===== config.mk =====
export PLATFORM = sky130hd
export DESIGN_NAME = life_automaton_stream
export DESIGN_NICKNAME = d
export VERILOG_FILES = /design/src/sv/las_pkg.sv /design/src/sv/las_line_store.sv /design/src/sv/las_window_cell.sv /design/src/sv/life_automaton_stream.sv
export SDC_FILE = /design/constraint.sdc
export NUM_CORES = 1
export LEC_CHECK = 0
export BUFFER_PORTS_ARGS = -buffer_cell sky130_fd_sc_hd__buf_2
export CORE_ASPECT_RATIO = 0.5
export CORE_MARGIN = 2
export CORE_UTILIZATION = 35
export DETAILED_ROUTE_END_ITERATION = 10
export SKIP_LAST_GASP = 1
export SLEW_MARGIN = 20
export SYNTH_ARGS = -nofsm -noshare
export SYNTH_HDL_FRONTEND = slang
export SYNTH_SLANG_ARGS = --single-unit

===== constraint.sdc =====
create_clock -name clk -period 7.7 [get_ports clk]
set_clock_uncertainty 0.2 [all_clocks]
set_input_delay 0.385 -clock clk [delete_from_list [all_inputs] [get_ports clk]]
set_output_delay 0.385 -clock clk [all_outputs]
set_load 0.005 [all_outputs]

===== src/sv/las_pkg.sv =====
// shared types, constants and the b3/s23 rule for the life automaton stream
`default_nettype none

package las_pkg;

	// grid limits
	localparam int MAX_COLUMNS = 256;
	localparam int MAX_ROWS    = 256;

	// position and register widths
	localparam int COL_W     = $clog2(MAX_COLUMNS);
	localparam int ROW_W     = $clog2(MAX_ROWS);
	localparam int CFG_W     = 9;
	localparam int CFG_IDX_W = 2;
	localparam int COORD_W   = 8;

	// line store entry: bit 0 older row, bit 1 newer row
	localparam int LINE_W = 2;

	// window column: bit 0 top, bit 1 middle, bit 2 bottom
	localparam int WCOL_W = 3;

	// configuration register indexes
	localparam logic [CFG_IDX_W-1:0] REG_GRID_COLUMNS = CFG_IDX_W'(0);
	localparam logic [CFG_IDX_W-1:0] REG_GRID_ROWS    = CFG_IDX_W'(1);

	// register reset value
	localparam logic [CFG_W-1:0] GRID_RESET = CFG_W'(256);

	// rule constants
	localparam logic [3:0] BIRTH_COUNT   = 4'd3;
	localparam logic [3:0] SURVIVE_COUNT = 4'd2;

	// one result beat
	typedef struct packed {
		logic               next_alive;
		logic [COORD_W-1:0] cell_row;
		logic [COORD_W-1:0] cell_column;
		logic               frame_end;
	} result_t;

	// next state from neighbor count and center cell
	function automatic logic life_rule(input logic [3:0] neigh, input logic centre);
		life_rule = (neigh == BIRTH_COUNT) || (centre && (neigh == SURVIVE_COUNT));
	endfunction

endpackage

`default_nettype wire


===== src/sv/las_line_store.sv =====
// two-row line store, one write and one registered read per cycle
`default_nettype none

module las_line_store
	import las_pkg::*;
(
	input  wire logic              clk,
	input  wire logic              wr_en,
	input  wire logic [COL_W-1:0]  wr_addr,
	input  wire logic [LINE_W-1:0] wr_data,
	input  wire logic [COL_W-1:0]  rd_addr,
	output logic      [LINE_W-1:0] rd_data_q
);

	logic [LINE_W-1:0] mem_q [MAX_COLUMNS];

	// write port
	always_ff @(posedge clk) begin
		if (wr_en) begin
			mem_q[wr_addr] <= wr_data;
		end
	end

	// registered read port
	always_ff @(posedge clk) begin
		rd_data_q <= mem_q[rd_addr];
	end

endmodule

`default_nettype wire


===== src/sv/las_window_cell.sv =====
// one column of the 3x3 window, handed to the next cell on every beat
`default_nettype none

module las_window_cell
	import las_pkg::*;
(
	input  wire logic              clk,
	input  wire logic              arst_n,
	input  wire logic              shift,
	input  wire logic [WCOL_W-1:0] col_in,
	output logic      [WCOL_W-1:0] col_q
);

	// take the neighbor column on each accepted beat
	always_ff @(posedge clk or negedge arst_n) begin
		if (!arst_n) begin
			col_q <= '0;
		end else if (shift) begin
			col_q <= col_in;
		end
	end

endmodule

`default_nettype wire


===== src/sv/life_automaton_stream.sv =====
// top level: streaming game of life generation step over a bordered grid
//
//  channel | handshake            | payload
//  --------+----------------------+-------------------------------------------------
//  in      | in_valid / in_stall  | cell_alive
//  out     | out_valid / out_stall| next_alive, cell_row, cell_column, frame_end
//  cfg     | cfg_valid / cfg_ready| cfg_index, cfg_data
//
// one cell per clock unless in_stall; a result registers as its bottom-right cell is accepted.
// the line store read for the next position is issued on the accepting edge, so its
// single read port keeps up with one cell per cycle.
// no clearing pass after reset: line store contents are undefined until written.
// a result and one skid entry can wait under out_stall; in_stall rises only with the skid full.
`default_nettype none

module life_automaton_stream
	import las_pkg::*;
(
	input  wire logic                 clk,
	input  wire logic                 arst_n,
	input  wire logic                 in_valid,
	output logic                      in_stall,
	input  wire logic                 cell_alive,
	output logic                      out_valid,
	input  wire logic                 out_stall,
	output logic                      next_alive,
	output logic      [COORD_W-1:0]   cell_row,
	output logic      [COORD_W-1:0]   cell_column,
	output logic                      frame_end,
	input  wire logic                 cfg_valid,
	output logic                      cfg_ready,
	input  wire logic [CFG_IDX_W-1:0] cfg_index,
	input  wire logic [CFG_W-1:0]     cfg_data
);

	logic [CFG_W-1:0]  grid_columns_q;
	logic [CFG_W-1:0]  grid_rows_q;
	logic [COL_W-1:0]  col_last;
	logic [ROW_W-1:0]  row_last;
	logic [COL_W-1:0]  col_q;
	logic [ROW_W-1:0]  row_q;
	logic [COL_W-1:0]  col_next;
	logic [ROW_W-1:0]  row_next;
	logic              in_accept;
	logic [COL_W-1:0]  rd_addr;
	logic [LINE_W-1:0] line_q;
	logic [WCOL_W-1:0] column_bits;
	logic [WCOL_W-1:0] wcol1_q;
	logic [WCOL_W-1:0] wcol2_q;
	logic [3:0]        neigh;
	logic              emit;
	result_t           result;
	result_t           out_q;
	result_t           skid_q;
	logic              out_valid_q;
	logic              skid_full_q;
	logic              out_take;

	// configuration registers, always ready
	assign cfg_ready = 1'b1;

	always_ff @(posedge clk or negedge arst_n) begin
		if (!arst_n) begin
			grid_columns_q <= GRID_RESET;
			grid_rows_q    <= GRID_RESET;
		end else if (cfg_valid && cfg_ready) begin
			case (cfg_index)
				REG_GRID_COLUMNS: grid_columns_q <= cfg_data;
				REG_GRID_ROWS:    grid_rows_q    <= cfg_data;
				default:          ;
			endcase
		end
	end

	// clamped last column and last row
	always_comb begin
		if (32'(grid_columns_q) < 32'd3) begin
			col_last = COL_W'(2);
		end else if (32'(grid_columns_q) > 32'(MAX_COLUMNS)) begin
			col_last = COL_W'(MAX_COLUMNS - 1);
		end else begin
			col_last = COL_W'(32'(grid_columns_q) - 32'd1);
		end
		if (32'(grid_rows_q) < 32'd3) begin
			row_last = ROW_W'(2);
		end else if (32'(grid_rows_q) > 32'(MAX_ROWS)) begin
			row_last = ROW_W'(MAX_ROWS - 1);
		end else begin
			row_last = ROW_W'(32'(grid_rows_q) - 32'd1);
		end
	end

	// raster position of the next cell
	assign in_accept = in_valid && !in_stall;

	always_comb begin
		if (col_q >= col_last) begin
			col_next = '0;
			row_next = (row_q >= row_last) ? '0 : row_q + ROW_W'(1);
		end else begin
			col_next = col_q + COL_W'(1);
			row_next = row_q;
		end
	end

	always_ff @(posedge clk or negedge arst_n) begin
		if (!arst_n) begin
			col_q <= '0;
			row_q <= '0;
		end else if (in_accept) begin
			col_q <= col_next;
			row_q <= row_next;
		end
	end

	// line store: prefetch the entry of the next position
	assign rd_addr = in_accept ? col_next : col_q;

	las_line_store u_line_store (
		.clk       (clk),
		.wr_en     (in_accept),
		.wr_addr   (col_q),
		.wr_data   ({cell_alive, line_q[1]}),
		.rd_addr   (rd_addr),
		.rd_data_q (line_q)
	);

	// window chain: newest column enters at cell 2
	assign column_bits = {cell_alive, line_q[1], line_q[0]};

	las_window_cell u_wcol2 (
		.clk    (clk),
		.arst_n (arst_n),
		.shift  (in_accept),
		.col_in (column_bits),
		.col_q  (wcol2_q)
	);

	las_window_cell u_wcol1 (
		.clk    (clk),
		.arst_n (arst_n),
		.shift  (in_accept),
		.col_in (wcol2_q),
		.col_q  (wcol1_q)
	);

	// neighbor count over the shifted window, center excluded
	assign neigh = 4'(wcol1_q[0]) + 4'(wcol1_q[1]) + 4'(wcol1_q[2])
		+ 4'(wcol2_q[0]) + 4'(wcol2_q[2])
		+ 4'(column_bits[0]) + 4'(column_bits[1]) + 4'(column_bits[2]);

	// interior test and result fields
	assign emit = (32'(row_q) >= 32'd2) && (row_q <= row_last)
		&& (32'(col_q) >= 32'd2) && (col_q <= col_last);

	always_comb begin
		result.next_alive  = life_rule(neigh, wcol2_q[1]);
		result.cell_row    = COORD_W'(32'(row_q) - 32'd1);
		result.cell_column = COORD_W'(32'(col_q) - 32'd1);
		result.frame_end   = (row_q == row_last) && (col_q == col_last);
	end

	// output register with one skid entry
	assign out_take = out_valid_q && !out_stall;
	assign in_stall = skid_full_q;

	always_ff @(posedge clk or negedge arst_n) begin
		if (!arst_n) begin
			out_valid_q <= 1'b0;
			skid_full_q <= 1'b0;
		end else if (skid_full_q) begin
			if (out_take) begin
				skid_full_q <= 1'b0;
			end
		end else if (in_accept && emit) begin
			if (!out_valid_q || out_take) begin
				out_valid_q <= 1'b1;
			end else begin
				skid_full_q <= 1'b1;
			end
		end else if (out_take) begin
			out_valid_q <= 1'b0;
		end
	end

	always_ff @(posedge clk) begin
		if (skid_full_q) begin
			if (out_take) begin
				out_q <= skid_q;
			end
		end else if (in_accept && emit) begin
			if (!out_valid_q || out_take) begin
				out_q <= result;
			end else begin
				skid_q <= result;
			end
		end
	end

	assign out_valid   = out_valid_q;
	assign next_alive  = out_q.next_alive;
	assign cell_row    = out_q.cell_row;
	assign cell_column = out_q.cell_column;
	assign frame_end   = out_q.frame_end;

endmodule

`default_nettype wire


### Word level (Yosys, flattened, before mapping)

Memories as Yosys holds them, arrays and structs flattened. A register that Yosys moved wholly into a read port is not among the register bits.
Cells that the tools add are included.

| cells by class | value |
|---|---|
| add/subtract/negate cells | 13 |
| multipliers | 0 |
| divide/modulo/power cells | 0 |
| order comparisons | 10 |
| eq/ne operators | 7 |
| shift operators | 0 |
| multiplexer cells | 20 |
| bitwise gates (word level) | 2 |
| reduce and logical (&&, ||, !) cells | 23 |

Operators with widths:

| operator | count |
|---|---|
| 18-bit two-way mux | 4 |
| 8-bit two-way mux | 7 |
| 8-bit by 1-bit subtractor with 8-bit output (second input constant) | 4 |
| 9-bit > comparator (second input constant) | 2 |
| 9-bit by 2-bit less-than comparator with 1-bit output (second input constant) | 2 |
| 4-bit by 1-bit adder with 4-bit output | 4 |
| 8-bit by 1-bit adder with 8-bit output (second input constant) | 2 |
| 8-bit == test | 2 |
| 8-bit by 2-bit >= comparator with 1-bit output (second input constant) | 2 |
| 8-bit >= comparator | 2 |
| 8-bit less-or-equal comparator | 2 |
| 1-bit two-way mux | 9 |
| 3-bit AND reduction | 3 |
| 4-bit by 2-bit == test with 1-bit output (second input constant) | 2 |
| 1-bit logical AND | 8 |
| 2-bit AND reduction | 3 |
| 2-bit nonzero test | 3 |
| 3-bit by 1-bit adder with 4-bit output | 1 |
| 2-bit by 1-bit inequality test with 1-bit output (second input constant) | 2 |
| 2-bit by 1-bit adder with 3-bit output | 1 |
| 1-bit logical NOT | 3 |
| 1-bit by 1-bit adder with 2-bit output | 1 |
| 2-bit by 1-bit == test with 1-bit output (second input constant) | 1 |
| 2-bit logical NOT | 1 |
| 2 further kinds | 4 |

| word-level totals | value |
|---|---|
| bits in registers | 78 |
| latch bits | 0 |
| bits in writable memories | 512 |
| memory bits (read-only) | 0 |
| input bits | 17 |
| output and inout bits | 21 |
| logic and storage cells | 92 |
| memories | 1 |

Memories:

| memory | words | bits a word | rd ports | clocked after Yosys merged registers in | write ports | line | text |
|---|---|---|---|---|---|---|---|
| u_line_store.mem_q | 256 | 2 | 1 | 1 | 1 | las_line_store.sv:15 | `logic [LINE_W-1:0] mem_q [MAX_COLUMNS];` |

### Logic depth before layout (Yosys ltp)

Gate-level depths: netlist of run 1.

| logic depth | value |
|---|---|
| depth in word-level cells | 13 |
| gate-level depth with buffers | 22 |
| gate-level depth less buffers | 19 |

### Modules after synthesis

A second synthesis of run 1 with hierarchy kept.

| second synthesis, totals | value |
|---|---|
| cell total of the unflattened synthesis | 1638 |
| area, all modules | 25851.0 sq um |

By module, submodules not included:

| module | instances | cells each | area an instance (sq um) | sequential area each (sq um) |
|---|---|---|---|---|
| las_line_store | 1 | 1242 | 21381.8 | 15414.8 |
| life_automaton_stream | 1 | 384 | 4251.6 | 1984.4 |
| las_window_cell | 2 | 6 | 108.9 | 75.1 |

### Worst setup path after synthesis of run 1

No wires, ideal clock.

| path | value |
|---|---|
| path type | register to register |
| start point | reg u_line_store.rd_data_q[1], read port of u_line_store.mem_q |
| end point | reg out_q (netlist bit next_alive), data pin |
| library setup time | 0.260 ns |
| arrival time | 4.774 ns |
| path slack | 2.466 ns |
| cell stages (with the launch flop) | 5 |
| buffers on the path | 0 |
| period minus slack after synthesis | 5.234 ns |
| path through | dfxtp_1 ha_1 fa_1 o211a_1 mux2_2 |

RTL lines:

| item | line | text |
|---|---|---|
| start: declaration | las_line_store.sv:12 | `output logic [LINE_W-1:0] rd_data_q` |
| end signal: assignment | life_automaton_stream.sv:189 | `out_q <= skid_q;` |
| end signal: assignment | life_automaton_stream.sv:193 | `out_q <= result;` |
| end: declaration | life_automaton_stream.sv:53 | `result_t out_q;` |

### Worst setup path in the final report of run 1

| path | value |
|---|---|
| start point | reg grid_columns_q[2] |
| end point | reg u_line_store.rd_data_q[1], read port of u_line_store.mem_q |

| between the ends | value |
|---|---|
| word-level cells in the longest chain between the ends | 6 |

Ends and longest elaborated chain:

| item | line | text |
|---|---|---|
| start: declaration | life_automaton_stream.sv:36 | `logic [CFG_W-1:0] grid_columns_q;` |
| start signal: assignment | life_automaton_stream.sv:68 | `REG_GRID_COLUMNS: grid_columns_q <= cfg_data;` |
| 8-bit by 1-bit subtractor with 8-bit output / 9-bit > comparator (equally long branches) | life_automaton_stream.sv:82, life_automaton_stream.sv:79 |  |
| 8-bit two-way mux | life_automaton_stream.sv:79 | `end else if (32'(grid_columns_q) > 32'(MAX_COLUMNS)) begin` |
| 8-bit two-way mux * | life_automaton_stream.sv:77 | `if (32'(grid_columns_q) < 32'd3) begin` |
| 8-bit >= comparator * | life_automaton_stream.sv:97 | `if (col_q >= col_last) begin` |
| 8-bit two-way mux * | life_automaton_stream.sv:97 |  |
| 8-bit two-way mux * | n/a |  |

Mark *: on every way between the ends. The rest lies on a longest branch, timed or not.
A chain may end at the register's enable or synchronous reset.

==> results by stage, run 1 <==
CTS:
- Hold repair after CTS inserted 12 buffers.
- The clock drives 592 sinks.
- The H-tree depth is 2.
- At the later pin of the worst-skew pair, clock insertion delay measures 0.64 ns.
- The buffer depth of the longest clock path is 3.
- TritonCTS created 58 clock buffers.
- The cell at the root of the clock tree is clkbuf_16.
- The clock-pin slew of the registers on the worst-case setup and hold paths is 0.06 ns.
- After clock tree synthesis, the setup repair step added 0 buffers.
- TritonCTS built the clock tree.
- The quantity of gates resized following cts is 0.

Place:
- Timing analysis after detailed placement gives a worst setup slack of 2.00 ns.
- Buffers placed on the I/O ports in this run total 36.
- The congestion estimate from routability-driven global placement came to 0.949.
- Detailed placement ended at an HPWL of 57600 microns.

Timing:
- The total negative slack is 0 ns.
- Setup violations remaining at the end of the flow were counted as 0.
- The count of endpoints failing hold in the final timing report came to 0.
- In this run the tightest slew margin relative to its limit is 19.3%.
- The count of pins over their slew limit is 0.
- The worst path uses 76.1% of the clock period.
- Static timing analysis puts the maximum clock frequency at 171 MHz.
- Across all setup checks in the final design, the least slack found is 1.84 ns.
- Setup repair after global routing left no endpoint under its margin.
- For the pin with the worst max-slew slack, the measured transition is 1.21 ns.
- The clock period could shrink to 5.86 ns.

Route:
- Using the TritonRoute via totals, the vias-per-cell ratio works out to 5.98.
- After detailed routing, the number of remaining DRC violations is 0.
- The residual antenna-violating net count after detailed routing is 0.
- The initial detailed-routing violation count is 3219.
- The number of optimization iterations in the first detailed-route pass is 6.
- After detailed routing, the average wire length per cell comes to 25.3 microns.
- The wire length after detailed routing is 91100 microns.
- The overall via count from detail_route is 21600.

Power:
- The worst-case vdd ir drop is 0.000247 V.
- Total power for the finished layout comes to 11.7 mW.
- The ratio of total power to cell area is 371 mW/mm^2.
- The cell leakage power is 10.5 nW.

Floorplan:
- The row count is 73.
- The die covers 0.0835 sq mm.
- 38 I/O pins were placed.
- The die width is 407 microns.
- The core region is 0.0798 sq mm.
- The vertical extent of the die is 205 microns.
- The starting density of the core is 35.6%.

Logic synthesis:
- The share of synthesized flip-flops with an asynchronous set or reset is 7.09%.
- The mean area per synthesized cell is 11.4 sq um.
- When the netlist entered floorplanning its net count stood at 2536.
- The number of different library cells used by synthesis comes to 98.
- The share of the synthesized area in the top cell type is 58.0%.
- The cell count after synthesis came out at 2485.
- After synthesis the netlist holds a flip-flop and latch count of 592.
- By area the synthesized netlist is led by edfxtp_1, nand2_1, nor2_1.
- The most frequently used flop master after synthesis is edfxtp_1.
- The dominant cell type by area after synthesis is edfxtp_1.
- The area of the mapped netlist is 0.0284 sq mm.
- The number of enable-type register cells in the synthesized netlist is 548.
- During synthesis, Yosys emitted a total of 0 warnings.
- The portion of the post-synthesis area used by sequential elements is 61.8%.

Critical path:
- The element type at the critical path start is a register.
- The kind of end point of the critical path is a register.
- The cell class contributing the biggest share of worst-path delay is simple AND/OR/NAND/NOR gates.
- The buffers plus inverters on the worst setup path is 1.
- The category of the critical setup timing path is register to register.
- Of all nets on the critical path, the largest fanout is 19.
- Traced cell by cell, the critical path runs through or4_1, nor2_1, nand2_1, o21a_1, o21ai_0, ha_1, a21oi_1, o21ai_1, buf_4, nor3_1, nand2_1, and3_1, a211oi_1, a311o_1, a21oi_1, o21ai_0, nand4_1, and4_1.
- For this design, the slowest cell found on the critical path is nand2_1.
- The worst path arrival time is 6.19 ns.
- The longest individual stage delay on the worst path is 0.80 ns.
- STA puts the critical path data required time at 8.03 ns.

GRT:
- The via count of the first global-routing pass was 20000.
- The wire length of the first global-routing pass is 133000 microns.
- The number of antenna violations at the first check in global routing was 3.
- Entering global routing, the biggest net connects 147 pins.
- Global routing finished with a remaining overflow of 0.
- In the global route stage, overall resource usage came out at 21.5%.

Outcome:
- The run finished with clean final reports.

Layout:
- From synthesis to final layout, the design area changed by 11.5%.
- The number of nets at the end of the flow is 2520.
- The share of cells above drive strength 1 is 10.7%.
- The fill cell total of the finished layout is 7632.

Job:
- The number of max-capacitance violations reported is 0.

Worst hold path:
- The type of the most critical hold path is input port to register.
[metrics by stage]
| stage | hold slack [ns] | utilization [%] | cells | instance area [sq um] |
|---|---|---|---|---|
| 6_report | 0.0579 | 39.6 | 3603 | 31600 |
| 5_1_grt | 0.0787 | 39.6 | 3601 | 31600 |
| 4_1_cts | 0.0297 | 39.6 | 3601 | 31600 |
| 3_5_place_dp | 0.281 | 37.1 | 3484 | 29600 |
| 3_3_place_gp | 0.260 | 37.1 | 3484 | 29600 |
| 2_1_floorplan | -0.111 | - | 2485 | 28400 |
[cells in the mapped netlist (all sizes together) (8+ instances only)]
| cell type | instances |
|---|---|
| a22oi | 10 |
| xnor2 | 11 |
| dfrtp | 40 |
| o211ai | 23 |
| nand2 | 402 |
| a211o | 8 |
| nor4 | 16 |
| buf | 97 |
| xor2 | 20 |
| o221ai | 56 |
| and3 | 28 |
| nor2b | 14 |
| clkbuf | 82 |
| mux2i | 67 |
| o22ai | 73 |
| a31oi | 30 |
| edfxtp | 548 |
| inv | 30 |
| nand2b | 8 |
| o21ai | 123 |
| nor3 | 32 |
| a211oi | 21 |
| nand3 | 45 |
| nor4b | 8 |
| ha | 30 |
| a21oi | 88 |
| mux2 | 47 |
| o21a | 16 |
| o31ai | 9 |
| nor2 | 344 |
| or3 | 12 |
| o32ai | 24 |
[power by group]
group	internal [mW]	total (mW)	switching, mW
sequential	3.92	4.11	0.191
clock	1.62	2.88	1.25
combinational	1.40	4.75	3.35
[flip-flops by register name (all words and copies together), names as in the netlist]
| signal | count |
|---|---|
| u_line_store.mem_q | 512 |
| skid_q | 18 |
| grid_columns_q | 9 |
| grid_rows_q | 9 |
| cell_column | 8 |
| cell_row | 8 |
| col_q | 8 |
| row_q | 8 |
| u_wcol1.col_q | 3 |
| u_wcol2.col_q | 3 |
| u_line_store.rd_data_q | 2 |
| frame_end | 1 |
| in_stall | 1 |
| next_alive | 1 |
| out_valid | 1 |
[layer usage]
metal	vias to the layer above	global-route usage, %	part of all wire, %
li1	9288	-	-
met5	-	0	0
met1	10700	31.1	42
met3	192	6.22	13
met4	0	6.31	2.9
met2	1412	30.9	42
[worst paths after layout]
kind / from / endpoint / slack (ns) / depth (start not counted)
worst max-delay path: grid_columns_q[2] / u_line_store.rd_data_q[1] / 1.84 / 18
min in group asynchronous: arst_n / u_wcol2.col_q[0] / 0.19 / 3
max in group asynchronous: arst_n / col_q[0] / 6.62 / 3
worst max register to register: grid_columns_q[2] / u_line_store.rd_data_q[1] / 1.84 / 18
worst min register to register: u_wcol2.col_q[2] / u_wcol1.col_q[2] / 0.29 / 2
worst min-delay path: cfg_index[1] / grid_columns_q[0] / 0.06 / 4
[cell usage in the layout (no fill, tap or decap), types with 27 or more instances in the layout]
cell,instances
clkbuf_16,64
mux2i_1,67
mux2_2,47
o221ai_1,55
buf_4,50
a31oi_1,30
nand2_1,394
nor3_1,31
nor2_1,340
and3_1,28
nand3_1,43
inv_1,27
ha_1,30
o21ai_0,113
edfxtp_1,548
o22ai_1,72
dfrtp_1,39
buf_2,35
a21oi_1,86
[kinds of logic (layout without fill, tap and decap cells)]
family / after synthesis / in the layout / share of synthesized area (%)
buffers and inverters: 210 / 239 / 3.48
DFF: 592 / 592 / 61.8
xor gates and xnor gates: 31 / 31 / 0.983
adders and majority gates: 34 / 34 / 1.60
other: 1 / 3 / 0.0132
and+or+nand+nor: 939 / 939 / 14.1
muxes: 114 / 114 / 4.23
AOI/OAI and AO/OA: 564 / 564 / 13.7
[area by class of cell]
cell class                 count  area [sq um]  share of cell area, %
sequential                   592         17600                   55.5
multi-input combinational   1683          9910                   31.3
clock buffer                  79          1680                   5.30
tap                         1087          1360                   4.30
timing repair buffer         103           773                   2.44
clock inverter                26           228                  0.720
inverter                      31           125                  0.395
antenna                        2          5.00                 0.0158
[worst min-delay path: cells and delay by family]
kind / cells / cell delay [ns]
buf+inv: 2 / 0.26
compound gates: 1 / 0.14
simple gates: 1 / 0.04
(Power assumes the default switching activity.)
==> inputs of run 2 (changes only) <==
Clock period 7.7 ns to 5.18 ns, I/O delays scaled along.
==> run 2 against run 1 <==
Power is 55% higher. Non-clock buffer count increased by 80. Sequential share of layout area shrank 1.4 points. Clock-buffer cell count did not move. Final area grew 2.6%. Register-to-register slack worse by 1.6 ns. Die area is the same.
==> results by stage, run 2 (synthesis results as in run 1) <==
GRT:
- The via count of the first global-routing pass is 20300.
- Entering global routing, the biggest net connects 126 pins.
- The number of antenna violations at the first check in global routing came to 1.
- The wire length of the first global-routing pass is 136000 microns.
- In the global route stage, overall resource usage came out at 21.9%.
- For this run the aggregate overflow at the end of global routing stands at 0.

Route:
- The detailed router used layers up to and including met4.
- The overall via count from detail_route is 21900.
- The wire length after detailed routing is 94400 microns.
- The met2 wirelength from detailed routing is 40900 microns.
- The sum of met3 wire segment lengths after detailed routing is 11400 microns.
- The DRC violation count after routing is 0.
- The routed wirelength normalized by instance count is 25.6 microns.
- For this run, the detailed router's first-pass iteration total came to 6.
- The average vias per placed instance is 5.94.
- The residual antenna-violating net count after detailed routing is 0.
- After the first detailed-routing iteration, the DRC count stood at 3521.
- The routed length on met1 is 39700 microns.

Timing:
- The slew at the pin closest to its max-slew limit is 1.08 ns.
- The count of endpoints failing hold in the final timing report came to 0.
- The final critical-path required period is 4.97 ns.
- The count of pins over their slew limit is 0.
- In this run the tightest slew margin relative to its limit is 27.8%.
- Dividing the final minimum period by the clock period gives 95.9%.
- The peak clock frequency supported by timing is 201 MHz.
- Setup repair after global routing could not meet its margin everywhere.
- The setup violation total in the final timing report is 0.
- Across all hold checks on the routed design, the worst slack comes to 0.0528 ns.

CTS:
- After clock tree synthesis, the clock-pin slew on the worst setup and hold paths is 0.06 ns.
- The cell at the root of the clock tree is clkbuf_16.
- The buffer depth of the longest clock path is 3.
- The TritonCTS clock tree is yes.
- CTS built an H-tree with a depth of 2.
- The TritonCTS sink count is 592.
- The clock latency at the later pin of the worst-skew pair is 0.65 ns.
- The number of clock buffers inserted by TritonCTS is 57.

Place:
- The global placer's final weighted congestion is 0.952.
- The number of I/O port buffers is 36.
- The number of placed cells counting well taps is 3551.
- Summed over all nets, the half-perimeter wirelength after detailed placement is 60700 microns.

Layout:
- The register containing the most flip-flops in the final layout is u_line_store.mem_q.
- The final cell utilization of the core is 40.7%.
- At the end of the flow, the number of nets in the layout was 2599.
- 0 antenna diodes ended up in the layout.
- The share of cells above drive strength 1 is 14.0%.
- The register with the most flip-flops in the layout has 512 of them.
- The leading cell type in the layout, fill and taps excluded is edfxtp_1.
- The count of cells in the finished layout, fillers not included, comes to 3683.
- Compared with the post-synthesis result, the final layout area differs by 14.4%.
- Leaving out fill and tap cells, the most frequent cells in the layout are edfxtp_1, nand2_1, nor2_1.
- The largest registers in the layout are u_line_store.mem_q: 512 flops, skid_q: 18 flops.

Outcome:
- The flow ran to the end, and the final reports show no timing, DRC or antenna violations.

Power:
- The cell leakage power is 11.0 nW.
- The share of power burned in combinational logic is 43.1%.
- The worst-case vdd ir drop is 0.000318 V.
- Of the total power, registers draw 33.3%.
- Of the total power, the share spent switching nets is 40.6%.
- For this design the total switching power over the nets is 7.37 mW.
- The total power after layout is 18.1 mW.
- Power spread over the standard cell area amounts to 559 mW/mm^2.
- The cell internal power dissipation is 10.8 mW.
- The share of total power dissipated in the clock network is 23.6%.

Floorplan:
- From bottom edge to top edge, the die measures 205 microns.
- Row generation in the floorplan step produced 73 rows.
- The placeable core area is 0.0798 sq mm.
- Measured along the x axis, the die boundary spans 407 microns.
- The die covers 0.0835 sq mm.
- The starting density of the core is 35.6%.
- Pin placement for this block handled 38 I/O pins.

Critical path:
- For the worst setup path, the data required time is 5.57 ns.
- The worst path arrival time is 5.36 ns.
- The critical path contains buffers and inverters numbering 4 combined.
- The worst setup path is captured at a register.
- The category of the critical setup timing path is register to register.
- The maximum fanout along the worst path is 42.
- For this design, the slowest cell found on the critical path is o311ai_0.
- The worst setup path is launched from a register.
- The start point of the critical path is grid_columns_q[5].
- The source of the worst register-to-register timing path is grid_columns_q[5].
- Walking the worst path, the cells encountered are or4_1, nor3_1, nand2_1, buf_4, o21a_1, ha_1, and4_4, or2_4, o21ai_4, buf_4, a21oi_4, buf_4, buf_6, o311ai_0, o211ai_1, nand4_1, and4_1.
- The cell class contributing the biggest share of worst-path delay is simple AND/OR/NAND/NOR gates.
- The longest individual stage delay on the worst path is 0.69 ns.
- In this design, the critical path's most frequently occurring cell is buf_4.

Job:
- The number of max-capacitance violations reported is 0.

Worst hold path:
- The type of the most critical hold path is input port to async pin.
-- run 2: area by class of cell --
class | count | area, sq um
clock buffer | 79 | 1540
inverter | 31 | 135
fill | 7576 | 47400
multi-input combinational | 1683 | 10000
clock inverter | 28 | 332
timing repair buffer | 183 | 1520
sequential | 592 | 17600
tap | 1087 | 1360
-- run 2: worst min-delay path: stages --
cell and delay (ns):
dlygate4sd3_1 0.52, buf_2 0.09, buf_4 0.48
-- run 2: worst paths after layout --
path / to / slack [ns] / cells after the start
min in group clk: grid_rows_q[6] / 0.15 / 3
setup reg to reg: u_line_store.rd_data_q[1] / 0.21 / 17
hold / removal: u_wcol2.col_q[1] / 0.05 / 3
hold reg to reg: u_wcol1.col_q[2] / 0.29 / 2
max in group asynchronous: col_q[0] / 4.23 / 3
setup / recovery: u_line_store.rd_data_q[1] / 0.21 / 17
-- run 2: power groups by stage --
stage	Combinational (mW)	Clock, mW	Sequential (mW)
final	7.82	4.28	6.05
after global routing	8.26	4.50	6.08
after CTS	7.41	4.31	6.05
after detailed placement	7.34	0	6.15
after global placement	7.29	0	6.14
after floorplan	4.30	0	6.20
-- run 2: repair_timing --
item                       4_1_cts  5_1_grt
setup buffers                    0        9
hold buffers                    14        0
hold endpoints to repair        93        0
gates cloned                     0        2
gates resized for setup          6       40
setup endpoints to repair        2        2
pin swaps                        0        6
-- run 2: per-layer routing --
| metal | vias up | global-route usage [%] |
|---|---|---|
| li1 | 9440 | - |
| met1 | 11000 | 31.7 |
| met2 | 1301 | 33.1 |
| met3 | 164 | 4.98 |
| met4 | 0 | 5.77 |
| met5 | - | 0 |
-- run 2: per-stage QoR --
| stage | setup TNS (ns) | instance area [sq um] | setup slack, ns |
|---|---|---|---|
| finish | 0 | 32500 | 0.215 |
| global route | -0.0229 | 32500 | -0.0229 |
| CTS | 0 | 32200 | 0.00661 |
| detailed placement | -0.159 | 30200 | -0.116 |
| global placement | -0.0139 | 30200 | -0.0139 |
| floorplan | 0 | 28400 | 0.485 |
